File: src/rtl/core/region_cache_fifo_directory_assert.svh
// assertion macros used by the region cache directory rtl
`ifndef REGION_CACHE_FIFO_DIRECTORY_ASSERT_SVH
`define REGION_CACHE_FIFO_DIRECTORY_ASSERT_SVH

// same-cycle implication, sampled on clk, off while arst_n is low
`define RCFD_ASSERT_NOW(lbl, ante, cons, msg) \
	lbl: assert property (@(posedge clk) disable iff (!arst_n) (ante) |-> (cons)) \
		else $error(msg);

// next-cycle implication, sampled on clk, off while arst_n is low
`define RCFD_ASSERT_NEXT(lbl, ante, cons, msg) \
	lbl: assert property (@(posedge clk) disable iff (!arst_n) (ante) |=> (cons)) \
		else $error(msg);

`endif

File: src/rtl/core/rcfd_pkg.sv
// shared types and constants of the region cache directory
package rcfd_pkg;

	// threshold register width and reset value
	localparam int unsigned THR_W = 7;
	localparam logic [THR_W-1:0] THR_RESET = 7'd100;

	// reported slot field width
	localparam int unsigned SLOT_OUT_W = 7;

	// configuration port
	localparam int unsigned CFG_AW = 3;
	localparam int unsigned CFG_DW = 32;
	localparam logic [0:0] REG_EVICT_THRESHOLD = 1'b0;

	// request sequencer states
	typedef enum logic [1:0] {
		ST_IDLE,
		ST_WALK,
		ST_FINISH
	} rcfd_state_t;

	// per-cell update controls
	typedef struct packed {
		logic write;
		logic clear;
		logic is_oldest;
	} cell_ctl_t;

	// flags of the lookup token moving down the chain
	typedef struct packed {
		logic active;
		logic found;
	} tok_flags_t;

endpackage

File: src/rtl/core/rcfd_cell.sv
// one directory cell: stored key, valid mark and one stage of the lookup chain
module rcfd_cell #(
	parameter int KEY_BITS  = 14,
	parameter int SLOT_BITS = 7,
	parameter int IDX       = 0
) (
	input  logic                  clk,
	input  logic                  arst_n,
	input  rcfd_pkg::cell_ctl_t   ctl,
	input  logic [KEY_BITS-1:0]   wr_key,
	input  rcfd_pkg::tok_flags_t  flags_in,
	input  logic [KEY_BITS-1:0]   key_in,
	input  logic [SLOT_BITS-1:0]  slot_in,
	input  logic [KEY_BITS-1:0]   ev_key_in,
	output rcfd_pkg::tok_flags_t  flags_out,
	output logic [KEY_BITS-1:0]   key_out,
	output logic [SLOT_BITS-1:0]  slot_out,
	output logic [KEY_BITS-1:0]   ev_key_out
);
	import rcfd_pkg::*;

	logic                 valid_q;
	logic [KEY_BITS-1:0]  key_q;
	tok_flags_t           flags_q;
	logic [KEY_BITS-1:0]  tok_key_q;
	logic [SLOT_BITS-1:0] tok_slot_q;
	logic [KEY_BITS-1:0]  tok_ev_key_q;
	logic                 match;

	// valid mark: a write wins over a clear of the same cell
	always_ff @(posedge clk or negedge arst_n) begin
		if (!arst_n) begin
			valid_q <= 1'b0;
		end else if (ctl.write) begin
			valid_q <= 1'b1;
		end else if (ctl.clear) begin
			valid_q <= 1'b0;
		end
	end

	// key storage, undefined until first written
	always_ff @(posedge clk) begin
		if (ctl.write) begin
			key_q <= wr_key;
		end
	end

	// local compare against the passing request
	assign match = valid_q && (key_q == key_in);

	// token flags
	always_ff @(posedge clk or negedge arst_n) begin
		if (!arst_n) begin
			flags_q <= '0;
		end else begin
			flags_q.active <= flags_in.active;
			flags_q.found  <= flags_in.found | match;
		end
	end

	// token payload: pick up slot on a match and the oldest key on the way
	always_ff @(posedge clk) begin
		tok_key_q    <= key_in;
		tok_slot_q   <= match ? SLOT_BITS'(IDX) : slot_in;
		tok_ev_key_q <= ctl.is_oldest ? key_q : ev_key_in;
	end

	assign flags_out  = flags_q;
	assign key_out    = tok_key_q;
	assign slot_out   = tok_slot_q;
	assign ev_key_out = tok_ev_key_q;

endmodule

File: config.mk
export PLATFORM = sky130hd
export DESIGN_NAME = rcfd_cell
export DESIGN_NICKNAME = d
export VERILOG_FILES = /design/src/rtl/core/region_cache_fifo_directory_assert.svh /design/src/rtl/core/rcfd_pkg.sv /design/src/rtl/core/rcfd_cell.sv
export SDC_FILE = /design/constraint.sdc
export NUM_CORES = 1
export LEC_CHECK = 0
export BUFFER_PORTS_ARGS = -buffer_cell sky130_fd_sc_hd__buf_2
export CORE_MARGIN = 5
export CORE_UTILIZATION = 42
export CTS_CLUSTER_SIZE = 40
export DETAILED_ROUTE_END_ITERATION = 8
export PLACE_DENSITY = 0.76
export SLEW_MARGIN = 25
export SYNTH_ARGS = -nofsm -noshare
export SYNTH_HDL_FRONTEND = slang
export SYNTH_SLANG_ARGS = --single-unit
File: constraint.sdc
create_clock -name clk -period 1.8 [get_ports clk]
set_input_delay 0.27 -clock clk [delete_from_list [all_inputs] [get_ports clk]]
set_output_delay 0.27 -clock clk [all_outputs]
set_load 0.01 [all_outputs]
==> out/metrics.yaml, run 1 <==
timing:
  rsz0062_at_grt: "false"
  period_share: 0.826
  hold_ws_ns: 0.0857
  tns_ns: 0
  min_period_ns: 1.49
  finalMaxSlewViolations: 0
  relSlewSlack: 0.705
  finalSetupViolations: 0
  fin_skew_ns: 0.00969
  max_freq_mhz: 672
  worstMarginPinSlew_ns: 0.439
  hold_viol: 0
synthesis:
  syn_nets: 152
  synth-edff-count: 14
  synth_top_area_cell: "dfxtp_1"
  synth_flop_cell: "dfxtp_1"
  synthTopCellsByCount: "35 x dfxtp_1, 14 x edfxtp_1, 14 x mux2_2, 14 x xnor2_1, 7 x nor2b_1"
  yosysWarningCount: 0
  ys_seq_area_frac: 0.753
  avgSynthCellArea_um2: 16.5
  synthTopCellsByArea: "dfxtp_1 44%, edfxtp_1 26%, mux2_2 9.9%, xnor2_1 7.7%, dfrtp_1 4.7%"
  async_flop_share: 0.0577
  synth.distinct_cells: 13
  yosys.area.top_type_share: 0.441
  synthMostInstantiatedCell: "dfxtp_1"
  syn_area_um2: 1590
  ys_ff_latch: 52
  syn_inst: 96
global_routing:
  grt.total_usage: 0.139
  grt_overflow_total: 0
  grt_pass1_wl_um: 5370
  grt_max_degree: 16
  grt_pass1_vias: 1150
  antenna_found_initial: 0
clock_tree:
  path_clk_slew_ns: 0.09
  clk-insertion-delay-late_ns: 0.30
  post_cts_buffers: 0
  cts.sinks: 52
  cts_max_level: 2
  cts_root_buffer: "clkbuf_8"
  clk_path_buf_depth: 2
  cts_tree: "built"
  numCtsBuffers: 5
critical_path:
  slowest_stage: "nor4_4"
  cpPeakStageDelay_ns: 0.49
  cp-start-kind: "flip-flop"
  worstPathCellList: "xnor2_1, nand4_1, nor4_4, nor2b_1"
  crit_arrival_ns: 1.65
  crit_required_ns: 1.96
  path_buf_inv: 0
  end_kind: "flip-flop"
  cp_top_family: "simple AND/OR/NAND/NOR gates"
  path_max_fanout: 8
  crit_type: "flip-flop to flip-flop"
floorplanning:
  ioPinCount: 93
  start_util: 0.434
  core_um2: 3660
  dieArea_um2: 5110
  die_y_um: 71.5
  rows: 22
  die-width_um: 71.5
final_layout:
  final_util: 0.606
  seq_area_um2: 1200
  multi_input_area_um2: 383
  area_growth_pct: 39.8
  fillCellCount: 300
  drive_above_1_share: 0.577
  nets: 251
  antenna_cells: 0
  fin_cells: 244
power_and_ir_drop:
  internal_power_uw: 1840
  clkPwrFrac: 0.327
  cellPowerDensity_nw_per_um2: 1050
  power_leakage_uw: 0.00102
  p_sw_uw: 486
  ir_drop_v: 0.000778
  p_sw_frac: 0.209
  pwr-share-comb: 0.107
  p_total_uw: 2330
  seq_power_share: 0.566
placement:
  dp_hpwl_um: 2720
  gp_congestion: 0.746
  placed_cells: 235
  port_buffers: 92
job:
  cap_violations: 0
routing:
  finalWirelength_um: 3360
  drt-pass1-iter-count: 4
  vias_per_cell: 4.31
  num_vias: 1052
  drtAntennaViolNets: 0
  post_drt_wl_per_cell_um: 13.8
  drt_iter0_markers: 18
  drc: 0
status:
  status: "complete, no violations"
hold_path:
  hold_class: "input port to flip-flop"
[power groups by stage]
stage | sequential [µW] | clock (µW) | combinational (µW)
2_1_floorplan | 1370 | 0 | 80.1
6_report | 1320 | 761 | 249
4_1_cts | 1320 | 779 | 255
3_3_place_gp | 1340 | 0 | 247
5_1_grt | 1330 | 840 | 274
3_5_place_dp | 1340 | 0 | 251
[worst register-to-register path, cell delays in order (launching register included)]
cell and delay, ns:
edfxtp_1 0.41, xnor2_1 0.17, nand4_1 0.19, nor4_4 0.49, nor2b_1 0.10
[per-layer routing]
metal | up-vias | part of all wire | global-route usage
li1 | 523 | - | -
met1 | 463 | 0.37 | 0.159
met2 | 61 | 0.48 | 0.222
met3 | 5 | 0.14 | 0.0729
met4 | 0 | 0.016 | 0.0501
met5 | - | 0 | 0
[layout make-up]
class                           count  share of cell area
Clock buffer                        7              0.0344
Tap cell                           48              0.0271
Inverter                            1             0.00169
Sequential cell                    52               0.539
Timing Repair Buffer               93               0.212
Multi-Input combinational cell     42               0.172
Clock inverter                      1              0.0135
[through the flow]
step | instance area [µm²] | worst slack [ns]
finish | 2220 | 0.312
global route | 2220 | 0.156
CTS | 2220 | 0.269
detailed placement | 2100 | 0.291
global placement | 2100 | 0.362
floorplan | 1590 | 0.522
[flip-flops by register name, summed over array words and instances, names as in the netlist]
signal      count
key_q          14
key_out        14
valid_q         1
slot_out        7
flags_out       2
ev_key_out     14
[kinds of logic after synthesis]
kind of cell              Yosys count  synth area share
xor gates and xnor gates           14            0.0772
and+or+nand+nor                    13            0.0599
buffers and inverters               2           0.00551
muxes                              14            0.0993
DFF                                52             0.753
AOI/OAI and AO/OA                   1           0.00473
[final timing paths]
path,start,slack [ns],end,depth (start not counted)
max,key_q[11],0.31,slot_out[4],4
min,flags_in[1],0.09,flags_out[1],1
max reg2reg,key_q[11],0.31,slot_out[4],4
min reg2reg,valid_q,0.50,valid_q,1
max in group asynchronous,arst_n,1.40,flags_out[1],2
min in group asynchronous,arst_n,0.29,valid_q,2
[timing repair]
| item | in CTS | in global routing |
|---|---|---|
| endpoints found under the hold margin | 3 | 0 |
| hold buffers | 1 | 0 |
| resized for setup | 0 | 0 |
[layout by cell type (no fill, tap or decap), drive strengths merged, types with 3 or more instances in the layout]
| master | netlist | layout |
|---|---|---|
| buf | 1 | 92 |
| dfxtp | 35 | 35 |
| mux2 | 14 | 14 |
| xnor2 | 14 | 14 |
| edfxtp | 14 | 14 |
| nor2b | 7 | 7 |
| clkbuf | 0 | 7 |
| nand4 | 3 | 3 |
| dfrtp | 3 | 3 |
Note: power is estimated with default switching activity, not from simulation.
==> run 2: changes to the inputs <==
==> constraint.sdc (replaced) <==
create_clock -name clk -period 1.6 [get_ports clk]
set_input_delay 0.24 -clock clk [delete_from_list [all_inputs] [get_ports clk]]
set_output_delay 0.24 -clock clk [all_outputs]
set_load 0.01 [all_outputs]
==> out/metrics.yaml, run 2 (synthesis results as in run 1) <==
critical_path:
  timing.rr.start: "key_q[0]"
  r2r_cells: 5
  cp-start-kind: "flip-flop"
  end_kind: "flip-flop"
  crit_type: "flip-flop to flip-flop"
  crit_required_ns: 1.84
  crit_arrival_ns: 1.67
  path_max_fanout: 8
  worst_r2r_endpoint: "flags_out[0]"
  r2r_slack_ns: 0.16
final_layout:
  area_growth_pct: 38.9
  seq_area_um2: 1200
  antenna_cells: 0
  fillCellCount: 288
  layout_commonest_cell: "buf_2"
  drive_above_1_share: 0.584
  layout_common_cells: "92 x buf_2, 35 x dfxtp_1, 14 x mux2_2, 14 x xnor2_1, 14 x edfxtp_1"
  nets: 252
  multi_input_area_um2: 383
routing:
  routed.top_layer: "met4"
  drt-pass1-iter-count: 3
  post_drt_wl_per_cell_um: 14.1
  drc: 0
  wl_met1_um: 1250
  drtAntennaViolNets: 0
  routed-wl-met3_um: 455
  drt_iter0_markers: 36
  vias_per_cell: 4.43
  routed-wl-met2_um: 1710
  num_vias: 1085
  finalWirelength_um: 3450
global_routing:
  grt_overflow_total: 0
  grt_pass1_vias: 1183
  grt_pass1_wl_um: 5660
  antenna_found_initial: 0
  grt_max_degree: 17
  grt.total_usage: 0.146
floorplanning:
  rows: 22
  dieArea_um2: 5110
  core_um2: 3660
  ioPinCount: 93
  start_util: 0.434
  die-width_um: 71.5
  die_y_um: 71.5
clock_tree:
  cts.sinks: 52
  clk_path_buf_depth: 2
  ctsResizeCount: 0
  cts_tree: "built"
  path_clk_slew_ns: 0.09
  clk-insertion-delay-late_ns: 0.30
  numCtsBuffers: 5
  cts_root_buffer: "clkbuf_8"
  cts_max_level: 2
timing:
  period_share: 0.897
  finalMaxSlewViolations: 0
  fin_skew_ns: 0.00974
  finalSetupViolations: 0
  hold_viol: 0
  min_period_ns: 1.44
  worstMarginPinSlew_ns: 0.361
  tns_ns: 0
  rsz0062_at_grt: "false"
  max_freq_mhz: 697
  relSlewSlack: 0.759
  setup_ws_ns: 0.165
status:
  status: "complete, no violations"
placement:
  port_buffers: 92
  pre_cts_slack_ns: 0.0602
  dp_hpwl_um: 2810
  gp_congestion: 0.739
power_and_ir_drop:
  ir_drop_v: 0.000806
  power_leakage_uw: 0.00101
  cellPowerDensity_nw_per_um2: 1120
job:
  cap_violations: 0
hold_path:
  hold_class: "input port to flip-flop"
  worstHoldEndpoint: "flags_out[1]"
  whs_path_depth: 1
  hold_start: "flags_in[1]"
## run 2: layer usage
layer,global-route usage,vias up
met5,0,-
met4,0.0501,0
met3,0.0785,5
met2,0.241,60
met1,0.161,493
li1,-,527
## run 2: layout make-up
cell class,instances,share of cell area
Sequential cell,52,0.542
Timing Repair Buffer,94,0.217
Multi-Input combinational cell,42,0.174
Clock buffer,6,0.0329
Tap cell,48,0.0272
Clock inverter,2,0.00567
Inverter,1,0.00170
## run 2: per-stage QoR
| step | utilization | std cells | power (µW) | area [µm²] | hold WS (ns) |
|---|---|---|---|---|---|
| after CTS | 0.600 | 244 | 2500 | 2200 | 0.0409 |
| after detailed placement | 0.575 | 235 | 1800 | 2100 | 0.0393 |
| after global placement | 0.575 | 235 | 1790 | 2100 | 0.0366 |
| after floorplan | - | 96 | 1630 | 1590 | -0.0556 |
| final | 0.603 | 245 | 2460 | 2210 | 0.0488 |
| after global routing | 0.603 | 245 | 2590 | 2210 | 0.0281 |
## run 2: critical path: stages, from the launching register on
cell and delay [ns]:
edfxtp_1 0.42, xnor2_1 0.21, nand4_1 0.18, nor4_4 0.27, buf_4 0.19, or2_1 0.11
## run 2: timing repair
item | 4_1_cts | 5_1_grt
hold buffers | 1 | 0
setup endpoints to repair | 0 | 8
buffers inserted | 0 | 1
hold endpoints to repair | 3 | 0
## run 2: report_power, final
| part | total (µW) | switching [µW] | internal [µW] | leakage, µW |
|---|---|---|---|---|
| clock network | 698 | 392 | 306 | 0.0000412 |
| logic | 282 | 128 | 155 | 0.000503 |
| registers | 1480 | 33.7 | 1450 | 0.000466 |
| total | 2460 | 554 | 1910 | 0.00101 |
## run 2: how the worst max path moves through the flow
stage | cells after the start | from | to
2_1_floorplan | 4 | key_q[8] | flags_out[0]
3_3_place_gp | 4 | key_q[11] | flags_out[0]
3_5_place_dp | 4 | key_q[11] | slot_out[4]
4_1_cts | 4 | key_q[11] | slot_out[4]
5_1_grt | 5 | key_q[0] | flags_out[0]
6_report | 5 | key_q[0] | flags_out[0]
